$ cat config.mk
export PLATFORM = sky130hd
export DESIGN_NAME = cdrom_read_command_sequencer
export DESIGN_NICKNAME = d
export VERILOG_FILES = /design/src/rtl/cdrs_pkg.sv /design/src/rtl/cdrom_read_command_sequencer.sv /design/src/rtl/cdrs_msf.sv /design/src/rtl/cdrs_step.sv /design/src/rtl/cdrs_emit.sv
export SDC_FILE = /design/constraint.sdc
export NUM_CORES = 1
export LEC_CHECK = 0
export BUFFER_PORTS_ARGS = -buffer_cell sky130_fd_sc_hd__buf_4
export CAP_MARGIN = 40
export CORE_AREA = 3 3 255 257
export CTS_CLUSTER_SIZE = 30
export DETAILED_ROUTE_END_ITERATION = 16
export DIE_AREA = 0 0 258 260
export HOLD_SLACK_MARGIN = 0.08
export PLACE_DENSITY = 0.61
export RECOVER_POWER = 50
export SLEW_MARGIN = 20
export SYNTH_ARGS = -nofsm -noshare
export SYNTH_HDL_FRONTEND = slang
export SYNTH_SLANG_ARGS = --single-unit
$ cat constraint.sdc
create_clock -name aclk -period 17.1 [get_ports aclk]
set_clock_uncertainty 0.05 [all_clocks]
set_input_delay 0.855 -clock aclk [delete_from_list [all_inputs] [get_ports aclk]]
set_output_delay 0.855 -clock aclk [all_outputs]
set_load 0.005 [all_outputs]
$ cat src/rtl/cdrs_pkg.sv
`default_nettype none

package cdrs_pkg;

    // Field widths
    localparam int SECTOR_W = 21;
    localparam int BLOCK_W  = 19;
    localparam int COUNT_W  = 8;
    localparam int TICK_W   = 8;
    localparam int TRY_W    = 2;
    localparam int FLAG_W   = 4;
    localparam int STATUS_W = 8;
    localparam int VALUE_W  = 8;
    localparam int KIND_W   = 3;

    // Stream and register port widths
    localparam int S_TDATA_W  = 48;
    localparam int CFG_ADDR_W = 2;
    localparam int CFG_DATA_W = 8;

    localparam int MAX_RESULTS         = 7;
    localparam int BURST_CNT_W         = $clog2(MAX_RESULTS + 1);
    localparam int MAX_REQUEST_SECTORS = 255;

    // Register indexes
    localparam logic [CFG_ADDR_W-1:0] REG_STATUS_TIMEOUT = 2'd0;
    localparam logic [CFG_ADDR_W-1:0] REG_DATA_TIMEOUT   = 2'd1;
    localparam logic [CFG_ADDR_W-1:0] REG_RETRY_LIMIT    = 2'd2;

    localparam logic [TICK_W-1:0] STATUS_TIMEOUT_RST = 8'd100;
    localparam logic [TICK_W-1:0] DATA_TIMEOUT_RST   = 8'd200;
    localparam logic [TRY_W-1:0]  RETRY_LIMIT_RST    = 2'd3;

    // Request opcodes
    localparam logic OP_REQUEST = 1'b0;
    localparam logic OP_TICK    = 1'b1;

    // Flag port codes and status bits
    localparam logic [FLAG_W-1:0] FLAGS_STATUS_READY = 4'hB;
    localparam logic [FLAG_W-1:0] FLAGS_NO_DATA      = 4'hF;
    localparam int                STATUS_DISK_BIT    = 6;

    // Drive command bytes
    localparam logic [VALUE_W-1:0] CMD_GET_STATUS = 8'h40;
    localparam logic [VALUE_W-1:0] CMD_SET_MODE   = 8'h50;
    localparam logic [VALUE_W-1:0] MODE_ARG       = 8'h01;
    localparam logic [VALUE_W-1:0] CMD_READ       = 8'hC0;
    localparam logic [VALUE_W-1:0] READ_LEN_HI    = 8'h00;
    localparam logic [VALUE_W-1:0] READ_LEN_MID   = 8'h00;
    localparam logic [VALUE_W-1:0] READ_LEN_LO    = 8'h01;

    typedef enum logic [2:0] {
        PH_IDLE,
        PH_STATUS,
        PH_SETMODE,
        PH_DATA,
        PH_RESTART
    } phase_t;

    typedef enum logic [KIND_W-1:0] {
        K_CMD,
        K_SERVE,
        K_LOAD,
        K_DONE,
        K_FAIL
    } kind_t;

    typedef struct packed {
        kind_t               kind;
        logic [VALUE_W-1:0]  value;
    } result_t;

    typedef struct packed {
        result_t [MAX_RESULTS-1:0] items;
        logic [BURST_CNT_W-1:0]    count;
    } burst_t;

    typedef struct packed {
        logic                op;
        logic                is_read;
        logic [SECTOR_W-1:0] start_sector;
        logic [COUNT_W-1:0]  sector_count;
        logic [FLAG_W-1:0]   port_flags;
        logic [STATUS_W-1:0] status_byte;
    } item_t;

    typedef struct packed {
        logic [TICK_W-1:0] status_timeout;
        logic [TICK_W-1:0] data_timeout;
        logic [TRY_W-1:0]  retry_limit;
    } cfg_t;

    typedef struct packed {
        logic [VALUE_W-1:0] minute;
        logic [VALUE_W-1:0] second;
        logic [VALUE_W-1:0] frame;
    } msf_t;

    typedef struct packed {
        phase_t phase;
        logic   cache_valid;
        logic   sectors_pending;
    } stat_t;

endpackage

`default_nettype wire

$ cat src/rtl/cdrom_read_command_sequencer.sv
// CD drive read sequencer, host side.
// Input stream (s_*): one request per beat. s_tuser selects the request kind:
// a new read request or a timer tick carrying the sampled flag and status
// ports. Output stream (m_*): the results of each request as a burst of one
// to seven beats, m_tlast on the last beat of the burst. A request that
// causes nothing (tick while idle, request while busy) yields no beats.
// Configuration: cfg_we/cfg_addr/cfg_wdata write the status timeout, data
// timeout or retry limit, one per write; write only while the block is idle.
// The first result of a request appears in the cycle after it is accepted.
// A request can be taken in the cycle the previous burst shows its last beat,
// if m_tready is high and the address converter is not busy. After every
// accepted new request, read or not and even one dropped while busy, the
// address converter (four register stages, block to BCD minute/second/frame)
// holds s_tready low while it settles.
// Reset: synchronous, active low; the sequencer returns to idle with no block
// cached and the registers at 100, 200 and 3.
// Stall: while m_tready is low the current beat holds and s_tready drops as
// soon as the burst register cannot take the next request's results.
`default_nettype none

module cdrom_read_command_sequencer
    import cdrs_pkg::*;
(
    input  wire logic                  aclk,
    input  wire logic                  aresetn,
    input  wire logic                  s_tvalid,
    output logic                       s_tready,
    // [0] is_read, [21:1] start_sector, [29:22] sector_count,
    // [33:30] port_flags, [41:34] status_byte, [47:42] zero
    input  wire logic [S_TDATA_W-1:0]  s_tdata,
    // [0] op
    input  wire logic                  s_tuser,
    output logic                       m_tvalid,
    input  wire logic                  m_tready,
    // [7:0] value
    output logic [VALUE_W-1:0]         m_tdata,
    // [2:0] kind
    output logic [KIND_W-1:0]          m_tuser,
    output logic                       m_tlast,
    input  wire logic                  cfg_we,
    input  wire logic [CFG_ADDR_W-1:0] cfg_addr,
    input  wire logic [CFG_DATA_W-1:0] cfg_wdata
);

    cfg_t                cfg_reg;
    item_t               item;
    burst_t              burst;
    msf_t                msf;
    stat_t               stat;
    logic [SECTOR_W-1:0] next_sector;
    logic                take, msf_busy, can_load;

    // Unpack the request fields from the stream beat.
    assign item = '{op:           s_tuser,
                    is_read:      s_tdata[0],
                    start_sector: s_tdata[21:1],
                    sector_count: s_tdata[29:22],
                    port_flags:   s_tdata[33:30],
                    status_byte:  s_tdata[41:34]};

    // Take a request only when the burst register can hold its results and
    // the address converter has settled on the current sector.
    assign s_tready = can_load && !msf_busy;
    assign take     = s_tvalid && s_tready;

    // Configuration registers; writes to unused indexes drop.
    always_ff @(posedge aclk) begin
        if (!aresetn) begin
            cfg_reg <= '{status_timeout: STATUS_TIMEOUT_RST,
                         data_timeout:   DATA_TIMEOUT_RST,
                         retry_limit:    RETRY_LIMIT_RST};
        end else if (cfg_we) begin
            unique case (cfg_addr)
                REG_STATUS_TIMEOUT: cfg_reg.status_timeout <= cfg_wdata;
                REG_DATA_TIMEOUT:   cfg_reg.data_timeout   <= cfg_wdata;
                REG_RETRY_LIMIT:    cfg_reg.retry_limit    <= cfg_wdata[TRY_W-1:0];
                default: ;
            endcase
        end
    end

    cdrs_msf u_msf (
        .aclk        (aclk),
        .aresetn     (aresetn),
        .reload      (take && item.op == OP_REQUEST),
        .next_sector (next_sector),
        .msf         (msf),
        .busy        (msf_busy)
    );

    cdrs_step u_step (
        .aclk        (aclk),
        .aresetn     (aresetn),
        .in_take     (take),
        .item        (item),
        .cfg         (cfg_reg),
        .msf         (msf),
        .burst       (burst),
        .next_sector (next_sector),
        .stat        (stat)
    );

    // Load the burst register only when the request produced results.
    cdrs_emit u_emit (
        .aclk     (aclk),
        .aresetn  (aresetn),
        .load     (take && burst.count != '0),
        .burst_in (burst),
        .can_load (can_load),
        .m_tvalid (m_tvalid),
        .m_tready (m_tready),
        .m_tdata  (m_tdata),
        .m_tuser  (m_tuser),
        .m_tlast  (m_tlast)
    );

    // A busy sequence always has sectors still to fetch.
    a_busy_has_work: assert property (@(posedge aclk) disable iff (!aresetn)
        stat.phase != PH_IDLE |-> stat.sectors_pending)
        else $error("sequencer busy with no sectors left");

    // The cache is invalid for the whole data wait.
    a_data_wait_uncached: assert property (@(posedge aclk) disable iff (!aresetn)
        stat.phase == PH_DATA |-> !stat.cache_valid)
        else $error("cache valid during data wait");

    // A fresh burst only follows an accepted request.
    a_burst_from_request: assert property (@(posedge aclk) disable iff (!aresetn)
        m_tvalid && m_tready && m_tlast |=> !m_tvalid || $past(s_tvalid && s_tready))
        else $error("result burst without a request");

    // No request is taken while the address converter is settling.
    a_no_take_when_busy: assert property (@(posedge aclk) disable iff (!aresetn)
        $past(take && item.op == OP_REQUEST) |-> !take)
        else $error("request taken while address converter busy");

endmodule

`default_nettype wire

$ cat src/rtl/cdrs_msf.sv
`default_nettype none

// Block address to BCD minute/second/frame, four register stages.
module cdrs_msf
    import cdrs_pkg::*;
(
    input  wire logic                aclk,
    input  wire logic                aresetn,
    input  wire logic                reload,
    input  wire logic [SECTOR_W-1:0] next_sector,
    output msf_t                     msf,
    output logic                     busy
);

    localparam int LAT   = 4;
    localparam int LAT_W = $clog2(LAT + 1);
    // floor(x/75) = (x * R75) >> 26 for x < 2^20
    localparam logic [19:0] R75 = 20'd894785;
    // floor(x/60) = (x * R60) >> 19 for x < 2^13
    localparam logic [13:0] R60 = 14'd8739;

    function automatic logic [VALUE_W-1:0] to_bcd(input logic [6:0] v);
        logic [14:0] p;
        logic [3:0]  tens;
        logic [6:0]  units;
        p     = 15'(v) * 15'd205;
        tens  = p[14:11];
        units = v - 7'(tens) * 7'd10;
        return {tens, units[3:0]};
    endfunction

    logic [LAT_W-1:0] guard_reg, guard_next;
    logic [19:0]      a1_reg;
    logic [12:0]      q1_reg, q2_reg;
    logic [6:0]       frm2_reg, frm3_reg, min2_reg, min3_reg;
    logic [5:0]       sec3_reg;
    msf_t             msf_reg;

    logic [19:0] addr;
    logic [39:0] prod75;
    logic [26:0] prod60;
    logic [19:0] frm_full;
    logic [12:0] sec_full;

    always_comb begin
        addr     = {1'b0, next_sector[SECTOR_W-1:2]} + 20'd150;
        prod75   = 40'(addr) * 40'(R75);
        frm_full = a1_reg - 20'(q1_reg) * 20'd75;
        prod60   = 27'(q1_reg) * 27'(R60);
        sec_full = q2_reg - 13'(min2_reg) * 13'd60;
    end

    always_comb begin
        guard_next = guard_reg;
        if (reload) begin
            guard_next = LAT_W'(LAT);
        end else if (guard_reg != '0) begin
            guard_next = guard_reg - 1'b1;
        end
    end

    always_ff @(posedge aclk) begin
        if (!aresetn) begin
            guard_reg <= '0;
        end else begin
            guard_reg <= guard_next;
        end
    end

    always_ff @(posedge aclk) begin
        a1_reg   <= addr;
        q1_reg   <= prod75[38:26];
        q2_reg   <= q1_reg;
        frm2_reg <= frm_full[6:0];
        min2_reg <= prod60[25:19];
        frm3_reg <= frm2_reg;
        min3_reg <= min2_reg;
        sec3_reg <= sec_full[5:0];
        msf_reg  <= '{minute: to_bcd(min3_reg),
                      second: to_bcd({1'b0, sec3_reg}),
                      frame:  to_bcd(frm3_reg)};
    end

    assign msf  = msf_reg;
    assign busy = (guard_reg != '0);

endmodule

`default_nettype wire

$ cat src/rtl/cdrs_step.sv
`default_nettype none

// Sequencer state and per-request decision logic.
module cdrs_step
    import cdrs_pkg::*;
(
    input  wire logic     aclk,
    input  wire logic     aresetn,
    input  wire logic     in_take,
    input  wire item_t    item,
    input  wire cfg_t     cfg,
    input  wire msf_t     msf,
    output burst_t        burst,
    output logic [SECTOR_W-1:0] next_sector,
    output stat_t         stat
);

    function automatic result_t mk(input kind_t k, input logic [VALUE_W-1:0] v);
        return '{kind: k, value: v};
    endfunction

    function automatic burst_t one(input result_t r);
        burst_t b;
        b          = '0;
        b.items[0] = r;
        b.count    = BURST_CNT_W'(1);
        return b;
    endfunction

    // Optional load marker, a run of served quarters, then one closing result.
    function automatic burst_t pack_serves(input logic lead_load, input logic [1:0] first,
                                           input logic [2:0] n, input result_t tail);
        burst_t                 b;
        logic [BURST_CNT_W-1:0] pos;
        b   = '0;
        pos = '0;
        if (lead_load) begin
            b.items[pos] = mk(K_LOAD, '0);
            pos          = pos + 1'b1;
        end
        for (int k = 0; k < 4; k++) begin
            if (3'(k) < n) begin
                b.items[pos] = mk(K_SERVE, VALUE_W'(first + 2'(k)));
                pos          = pos + 1'b1;
            end
        end
        b.items[pos] = tail;
        b.count      = pos + 1'b1;
        return b;
    endfunction

    function automatic logic [2:0] serve_count(input logic [COUNT_W-1:0] left,
                                               input logic [1:0] offs);
        logic [2:0] room;
        room = 3'd4 - {1'b0, offs};
        return (left < COUNT_W'(room)) ? left[2:0] : room;
    endfunction

    phase_t              phase_reg, phase_next;
    logic [TRY_W-1:0]    tries_left_reg, tries_left_next;
    logic [TICK_W-1:0]   ticks_left_reg, ticks_left_next;
    logic                cache_valid_reg, cache_valid_next;
    logic [BLOCK_W-1:0]  cached_block_reg, cached_block_next;
    logic [SECTOR_W-1:0] next_sector_reg, next_sector_next;
    logic [COUNT_W-1:0]  sectors_left_reg, sectors_left_next;

    logic                is_tick, is_req, flag_ready, flag_nodata, disk_in;
    logic [COUNT_W-1:0]  req_left, req_left_after;
    logic [2:0]          req_n, load_n;
    logic [SECTOR_W-1:0] req_next_after;
    logic [TICK_W-1:0]   ticks_dec;
    burst_t              read_burst;

    always_comb begin
        is_tick     = in_take && (item.op == OP_TICK);
        is_req      = in_take && (item.op == OP_REQUEST);
        flag_ready  = (item.port_flags == FLAGS_STATUS_READY);
        flag_nodata = (item.port_flags == FLAGS_NO_DATA);
        disk_in     = item.status_byte[STATUS_DISK_BIT];
        req_left    = (32'(item.sector_count) > MAX_REQUEST_SECTORS)
                      ? COUNT_W'(MAX_REQUEST_SECTORS) : item.sector_count;
        req_n       = (cache_valid_reg &&
                       cached_block_reg == item.start_sector[SECTOR_W-1:2])
                      ? serve_count(req_left, item.start_sector[1:0]) : 3'd0;
        req_left_after = req_left - COUNT_W'(req_n);
        req_next_after = item.start_sector + SECTOR_W'(req_n);
        load_n      = serve_count(sectors_left_reg, next_sector_reg[1:0]);
        ticks_dec   = ticks_left_reg - TICK_W'(ticks_left_reg != '0);

        read_burst          = '0;
        read_burst.items[0] = mk(K_CMD, CMD_READ);
        read_burst.items[1] = mk(K_CMD, msf.minute);
        read_burst.items[2] = mk(K_CMD, msf.second);
        read_burst.items[3] = mk(K_CMD, msf.frame);
        read_burst.items[4] = mk(K_CMD, READ_LEN_HI);
        read_burst.items[5] = mk(K_CMD, READ_LEN_MID);
        read_burst.items[6] = mk(K_CMD, READ_LEN_LO);
        read_burst.count    = BURST_CNT_W'(MAX_RESULTS);
    end

    // Next phase
    always_comb begin
        phase_next = phase_reg;
        unique case (phase_reg) inside
            PH_IDLE: begin
                if (is_req && item.is_read && req_left_after != '0) begin
                    phase_next = (cfg.retry_limit != '0) ? PH_STATUS : PH_IDLE;
                end
            end
            PH_STATUS, PH_SETMODE: begin
                if (is_tick) begin
                    if (!flag_ready) begin
                        if (ticks_dec == '0) begin
                            phase_next = PH_RESTART;
                        end
                    end else if (phase_reg == PH_STATUS) begin
                        phase_next = disk_in ? PH_SETMODE : PH_IDLE;
                    end else begin
                        phase_next = PH_DATA;
                    end
                end
            end
            PH_DATA: begin
                if (is_tick && !flag_ready) begin
                    if (!flag_nodata) begin
                        phase_next = PH_IDLE;
                    end else if (ticks_dec == '0) begin
                        phase_next = PH_RESTART;
                    end
                end
            end
            PH_RESTART: begin
                if (is_tick) begin
                    phase_next = (tries_left_reg != '0) ? PH_STATUS : PH_IDLE;
                end
            end
            default: phase_next = PH_IDLE;
        endcase
    end

    // Results and data state
    always_comb begin
        burst             = '0;
        tries_left_next   = tries_left_reg;
        ticks_left_next   = ticks_left_reg;
        cache_valid_next  = cache_valid_reg;
        cached_block_next = cached_block_reg;
        next_sector_next  = next_sector_reg;
        sectors_left_next = sectors_left_reg;
        unique case (phase_reg) inside
            PH_IDLE: begin
                if (is_req) begin
                    if (!item.is_read) begin
                        burst = one(mk(K_FAIL, '0));
                    end else begin
                        next_sector_next  = req_next_after;
                        sectors_left_next = req_left_after;
                        if (req_left_after == '0) begin
                            burst = pack_serves(1'b0, item.start_sector[1:0], req_n,
                                                mk(K_DONE, '0));
                        end else if (cfg.retry_limit == '0) begin
                            tries_left_next = '0;
                            burst = pack_serves(1'b0, item.start_sector[1:0], req_n,
                                                mk(K_FAIL, '0));
                        end else begin
                            tries_left_next = cfg.retry_limit - 1'b1;
                            ticks_left_next = cfg.status_timeout;
                            burst = pack_serves(1'b0, item.start_sector[1:0], req_n,
                                                mk(K_CMD, CMD_GET_STATUS));
                        end
                    end
                end
            end
            PH_STATUS, PH_SETMODE: begin
                if (is_tick) begin
                    ticks_left_next = ticks_dec;
                    if (flag_ready) begin
                        if (phase_reg == PH_STATUS) begin
                            if (!disk_in) begin
                                burst = one(mk(K_FAIL, '0));
                            end else begin
                                burst.items[0]  = mk(K_CMD, CMD_SET_MODE);
                                burst.items[1]  = mk(K_CMD, MODE_ARG);
                                burst.count     = BURST_CNT_W'(2);
                                ticks_left_next = cfg.status_timeout;
                            end
                        end else begin
                            cache_valid_next = 1'b0;
                            burst            = read_burst;
                            ticks_left_next  = cfg.data_timeout;
                        end
                    end
                end
            end
            PH_DATA: begin
                if (is_tick) begin
                    ticks_left_next = ticks_dec;
                    if (!flag_ready && !flag_nodata) begin
                        cache_valid_next  = 1'b1;
                        cached_block_next = next_sector_reg[SECTOR_W-1:2];
                        next_sector_next  = next_sector_reg + SECTOR_W'(load_n);
                        sectors_left_next = sectors_left_reg - COUNT_W'(load_n);
                        burst = pack_serves(1'b1, next_sector_reg[1:0], load_n,
                                            mk(K_DONE, '0));
                    end
                end
            end
            PH_RESTART: begin
                if (is_tick) begin
                    if (tries_left_reg == '0) begin
                        burst = one(mk(K_FAIL, '0));
                    end else begin
                        tries_left_next = tries_left_reg - 1'b1;
                        ticks_left_next = cfg.status_timeout;
                        burst           = one(mk(K_CMD, CMD_GET_STATUS));
                    end
                end
            end
            default: ;
        endcase
    end

    always_ff @(posedge aclk) begin
        if (!aresetn) begin
            phase_reg        <= PH_IDLE;
            tries_left_reg   <= '0;
            ticks_left_reg   <= '0;
            cache_valid_reg  <= 1'b0;
            cached_block_reg <= '0;
            next_sector_reg  <= '0;
            sectors_left_reg <= '0;
        end else begin
            phase_reg        <= phase_next;
            tries_left_reg   <= tries_left_next;
            ticks_left_reg   <= ticks_left_next;
            cache_valid_reg  <= cache_valid_next;
            cached_block_reg <= cached_block_next;
            next_sector_reg  <= next_sector_next;
            sectors_left_reg <= sectors_left_next;
        end
    end

    assign next_sector = next_sector_reg;
    assign stat        = '{phase:           phase_reg,
                           cache_valid:     cache_valid_reg,
                           sectors_pending: (sectors_left_reg != '0)};

endmodule

`default_nettype wire

$ cat src/rtl/cdrs_emit.sv
`default_nettype none

// Result register: holds one burst and shifts it out one result per beat.
module cdrs_emit
    import cdrs_pkg::*;
(
    input  wire logic               aclk,
    input  wire logic               aresetn,
    input  wire logic               load,
    input  wire burst_t             burst_in,
    output logic                    can_load,
    output logic                    m_tvalid,
    input  wire logic               m_tready,
    output logic [VALUE_W-1:0]      m_tdata,
    output logic [KIND_W-1:0]       m_tuser,
    output logic                    m_tlast
);

    result_t [MAX_RESULTS-1:0] items_reg, items_next;
    logic [BURST_CNT_W-1:0]    count_reg, count_next;
    logic                      beat;

    assign beat     = m_tvalid && m_tready;
    assign can_load = (count_reg == '0) || (count_reg == BURST_CNT_W'(1) && m_tready);

    always_comb begin
        items_next = items_reg;
        count_next = count_reg;
        if (load) begin
            items_next = burst_in.items;
            count_next = burst_in.count;
        end else if (beat) begin
            for (int i = 0; i < MAX_RESULTS - 1; i++) begin
                items_next[i] = items_reg[i + 1];
            end
            items_next[MAX_RESULTS-1] = '0;
            count_next = count_reg - 1'b1;
        end
    end

    always_ff @(posedge aclk) begin
        if (!aresetn) begin
            count_reg <= '0;
        end else begin
            count_reg <= count_next;
        end
    end

    always_ff @(posedge aclk) begin
        items_reg <= items_next;
    end

    assign m_tvalid = (count_reg != '0);
    assign m_tlast  = (count_reg == BURST_CNT_W'(1));
    assign m_tdata  = items_reg[0].value;
    assign m_tuser  = items_reg[0].kind;

endmodule

`default_nettype wire
* Word-level counts from Yosys, hierarchy flattened
Index checks and enable logic that the tools add are counted.
** Storage, ports and cells
- Output and inout bits :: 14
- Bits in registers :: 246
- Logic and storage cells :: 519
** Operators by class
- Bitwise gates (word level) :: 14
- Multiply operators :: 10
- Reduce and logical (&&, ||, !) cells :: 64
- Multiplexer cells :: 286
- $lt $le $gt $ge :: 44
- $add $sub $neg :: 40
- Equal/unequal tests :: 23
** Operator list (number)
- 77-bit 2-to-1 mux :: 69
- 77-bit bitwise mux :: 13
- 80-bit 2-to-1 mux :: 9
- 11-bit demux with 3-bit select :: 17
- 11-bit 2-to-1 mux :: 34
- 80-bit one-hot mux with 4 select lines :: 1
- 3-bit 2-to-1 mux :: 99
- 70-bit bitwise AND :: 2
- 70-bit inverter :: 2
- 63-bit bitwise AND :: 2
- 63-bit inverter :: 2
- 8-bit 2-to-1 mux :: 15
- 21-bit 2-to-1 mux :: 4
- 70-bit 2-to-1 mux :: 1
- 3-bit by 4-bit < comparator with 1-bit output (second input constant) :: 17
- 3-bit by 1-bit adder with 3-bit output (second input constant) :: 17
- 3-bit by 1-bit greater-or-equal comparator with 1-bit output (second input constant) :: 17
- 21-bit by 3-bit adder with 21-bit output :: 2
- 21-bit one-hot mux with 2 select lines :: 1
- 20-bit by 20-bit multiplier with 39-bit output (second input constant) :: 1
- 8-bit one-hot mux with 4 select lines :: 1
- 7-bit by 8-bit multiplier with 15-bit output (second input constant) :: 2
- 1-bit logical AND :: 29
- 14-bit bitwise OR :: 2
- other kinds (56) :: 122

* Depth between registers and ports, before layout
- Depth after elaboration :: 46
- Depth in mapped cells :: 31

* Modules after synthesis
A second synthesis with hierarchy kept.
** Unflattened totals
- Cells, all modules :: 2481
- Area, all modules :: 23884.2 sq um
** By module, submodules not included
- cdrs_msf :: instances 1, cells an instance 1336, area an instance 13317.8 sq um, seq. area each 1721.7 sq um
- cdrs_step :: instances 1, cells an instance 857, area an instance 6227.2 sq um, seq. area each 1241.2 sq um
- cdrs_emit :: instances 1, cells an instance 203, area an instance 3542.1 sq um, seq. area each 2372.3 sq um
- cdrom_read_command_sequencer :: instances 1, cells an instance 85, area an instance 797.0 sq um, seq. area each 360.3 sq um

* Least setup slack after synthesis
No wires, ideal clock.
- Path type :: register to register
- Start point :: register u_step.next_sector_reg[3] (netlist: u_step.next_sector[3])
- End point :: register u_msf.q1_reg[7]
- Path slack :: 9494 ps
- Buffers on the path :: 0
- Stages on the path, launching flop included :: 31
- Data arrival time :: 7484 ps
- Required time :: 16978 ps
- Path through :: dfxtp_1 inv_1 ha_1 nor2b_1 o21ai_0 nand2b_1 nor2b_1 nand2_1 xor2_1 inv_1 ha_1 inv_1 fa_1 inv_1 fa_1 fa_1 fa_1 ha_1 inv_1 fa_1 inv_1 ha_1 a21o_1 a21o_1 a221oi_1 nand3b_1 o21ai_1 o21ai_0 a31o_2 a21oi_1 xnor2_1
** Between the ends
- Cells in the longest elaborated chain, start to end :: 2
** RTL lines
- from (decl) :: RTL line cdrs_step.sv:64 : logic [SECTOR_W-1:0] next_sector_reg, next_sector_next;
- from (signal assigned) :: RTL line cdrs_step.sv:238 : next_sector_reg <= next_sector_next;
- 19-bit by 8-bit adder with 20-bit output :: RTL line cdrs_msf.sv:46 : addr = {1'b0, next_sector[SECTOR_W-1:2]} + 20'd150;
- net u_msf.addr[1] :: RTL line cdrs_msf.sv:39 : logic [19:0] addr;
- 20-bit by 20-bit multiplier with 39-bit output :: RTL line cdrs_msf.sv:47 : prod75 = 40'(addr) * 40'(R75);
- net u_msf.prod75[33] :: RTL line cdrs_msf.sv:40 : logic [39:0] prod75;
- to (signal assigned) :: RTL line cdrs_msf.sv:72 : q1_reg <= prod75[38:26];
- to (decl) :: RTL line cdrs_msf.sv:34 : logic [12:0] q1_reg, q2_reg;
The timed path passes the listed nets, and every way through them passes these cells.
A chain may end at the register's enable or synchronous reset.

* Worst setup path after layout
Ends and elaborated chain as after synthesis.

==> flow_metrics.py <==
metrics = {
    "grt": {
        "grt_max_degree": 66,
        "grt_pass1_vias": 16670,
        "grt_overflow_total": 0,
        "antenna_found_initial": 0,
        "track_usage": 0.1471,
        "grt_pass1_wl_um": 82170,
    },
    "synthesis": {
        "synth_commonest_cells": "inv_1 (391), ha_1 (383), dfxtp_1 (169), nand2_1 (169), fa_1 (164)",
        "synth.avg_cell_area_um2": 9.392,
        "async_flop_share": 0,
        "synth_top_family_by_area": "adder cells",
        "synth_fa_ha_area_frac": 0.3682,
        "yosys.area_share.simple": 0.1085,
        "syn-cell-area_um2": 21930,
        "synthMuxAreaShare": 0.01267,
        "ys_types": 78,
        "synth_most_common_cell": "inv_1",
        "synth_enable_flop_cells": 65,
        "synth_area_leaders": "ha_1 (22%), dfxtp_1 (15%), fa_1 (15%)",
        "syn_inst": 2335,
        "synth_warnings": 0,
        "yosys.area.top_type_share": 0.2185,
        "synthXorXnorAreaFrac": 0.06504,
        "ys.flop_type": "dfxtp_1",
        "yosysTopAreaCell": "ha_1",
        "synth.yosys.seq_area_share": 0.2433,
        "ys_ff_latch": 234,
        "synth-compound-area-share": 0.1185,
    },
    "timing": {
        "fmax_ghz": 0.1132,
        "timing.setup.tns_ps": 0,
        "max-slew-margin-rel": -0.6789,
        "period_minus_slack_ps": 8835,
        "drv_slew": 88,
        "setup_viol": 0,
        "rsz0062_at_grt": "no",
        "post-route-period-util": 0.5167,
        "timing.hold.ws_ps": 273.7,
        "tightest_slew_ps": 2518,
        "timing.final.ws_setup_ps": 8265,
        "finalHoldViolations": 0,
    },
    "clocking": {
        "postCtsHoldBufs": 0,
        "clk_pin_slew_ps": 60,
        "clk_latency_ps": 550,
        "htreeDepth": 1,
        "cts_tree": "built",
        "numCtsBuffers": 28,
        "cts-root-buf": "clkbuf_16",
        "clock_path_buffers": 3,
        "post_cts_buffers": 0,
        "postCtsResizedCells": 0,
        "clkSinkCount": 234,
    },
    "place": {
        "io_buffers": 64,
        "dpl.hpwl_um": 39430,
        "globalplace.congestion": 0.9131,
        "pre_cts_slack_ps": 8239,
    },
    "routing": {
        "vias_per_cell": 4.969,
        "dr.pass1.iters": 6,
        "ant_nets": 0,
        "drc_errors": 0,
        "wl_um": 49390,
        "drt_iter0_markers": 971,
        "routedWlPerCell_um": 15.18,
        "vias": 16160,
    },
    "worst_setup_path": {
        "path_class": "reg2reg",
        "setup.worst_path.end": "u_msf.q1_reg[7]",
        "slowest_delay_ps": 610,
        "path_max_fanout": 11,
        "rr_endpoint": "u_msf.q1_reg[7]",
        "cp.arrival_ps": 9260,
        "crit_required_ps": 17520,
        "reg2reg_depth": 29,
        "end_kind": "flop",
        "startpoint_type": "flop",
        "slowest_stage": "xnor2_1",
        "rr_startpoint": "u_step.next_sector[3]",
        "r2r_slack_ps": 8260,
        "startpoint": "u_step.next_sector[3]",
    },
    "cells_and_area": {
        "num_antenna_cells": 0,
        "area_delta_synth_final_pct": 10.30,
        "final_net_count": 2996,
        "largest_reg_flops": 54,
        "drive_gt1_frac": 0.06523,
        "utilization": 0.3842,
        "fillers": 6280,
    },
    "floorplanning": {
        "dieArea_um2": 67080,
        "fp.dieW_um": 258,
        "fp.dieH_um": 260,
        "core_area_um2": 62970,
        "num_rows": 92,
        "initial_core_util": 0.3483,
        "ios": 78,
    },
    "min_path": {
        "hold_depth": 0,
        "hp-class": "reg2reg",
    },
    "run_status": {
        "violations": "capacitance limit, slew limit",
        "status": "finished with violations",
    },
    "run": {
        "cap_violations": 2,
    },
}
==> worst min path at each step <==
stage	start	end	slack, ps
6_report	u_msf.frm2_reg[0]	u_msf.frm3_reg[0]	270
5_1_grt	u_msf.frm2_reg[1]	u_msf.frm3_reg[1]	280
4_1_cts	u_msf.q2_reg[1]	u_msf.sec3_reg[1]	280
3_5_place_dp	u_msf.q2_reg[1]	u_msf.sec3_reg[1]	260
3_3_place_gp	u_msf.frm2_reg[0]	u_msf.frm3_reg[0]	260
2_1_floorplan	u_msf.frm2_reg[0]	u_msf.frm3_reg[0]	260
==> routing by layer <==
metal | routed length (um) | GRT usage | vias up
met3 | 2053 | 0.01500 | 70
met5 | 0 | 0 | -
met1 | 22510 | 0.1951 | 7864
li1 | - | - | 7926
met4 | 839 | 0.03304 | 0
met2 | 23980 | 0.2585 | 303
==> per-stage QoR <==
stage	area, um^2	cells
floorplan	21950	2340
global placement	23280	3194
detailed placement	23320	3199
CTS	24220	3251
global route	24190	3253
finish	24190	3253
==> placed cells by master, fill, tap and decap left out, types with 9 or more instances in the layout <==
master / count
a211oi_1: 14
a21o_1: 25
a21oi_1: 146
a31oi_1: 14
and2_1: 13
and3_1: 22
buf_4: 64
clkbuf_1: 20
clkbuf_16: 29
clkbuf_4: 14
dfxtp_1: 169
edfxtp_1: 65
fa_1: 164
ha_1: 383
inv_1: 391
mux2i_1: 24
nand2_1: 168
nand2b_1: 13
nand3_1: 46
nand3b_1: 11
nand4_1: 11
nor2_1: 108
nor2b_1: 21
nor3_1: 28
o21a_1: 13
o21ai_0: 82
o21bai_1: 9
o22ai_1: 10
or2_2: 9
xnor2_1: 93
xor2_1: 68
==> critical path, delay by kind of cell (launching register included) <==
kind	cells	cell delay, ps
fa+ha+maj	9	3810
compound gates	8	1940
simple gates	5	920
buf+inv	5	800
xor+xnor	2	740
flops	1	490
==> cells by family after synthesis <==
family | Yosys count
adders and majority gates | 547
and+or+nand+nor | 492
buffers and inverters | 466
AOI/OAI and AO/OA | 406
DFF | 234
xor gates and xnor gates | 162
muxes | 27
other | 1
==> cell type report <==
cell class / count / area, um^2 / area share
repair buffers: 90 / 665.6 / 0.02752
clock inverters: 9 / 77.57 / 0.003207
flip-flops and latches: 234 / 5335 / 0.2206
clock buffers: 43 / 818.3 / 0.03383
multi-input cells: 1640 / 14770 / 0.6105
well taps: 846 / 1059 / 0.04376
inverters: 391 / 1468 / 0.06067
Power is left out: the tool's default activity adds up to more than one toggle a clock period on the data nets, which glitch-free logic cannot reach.
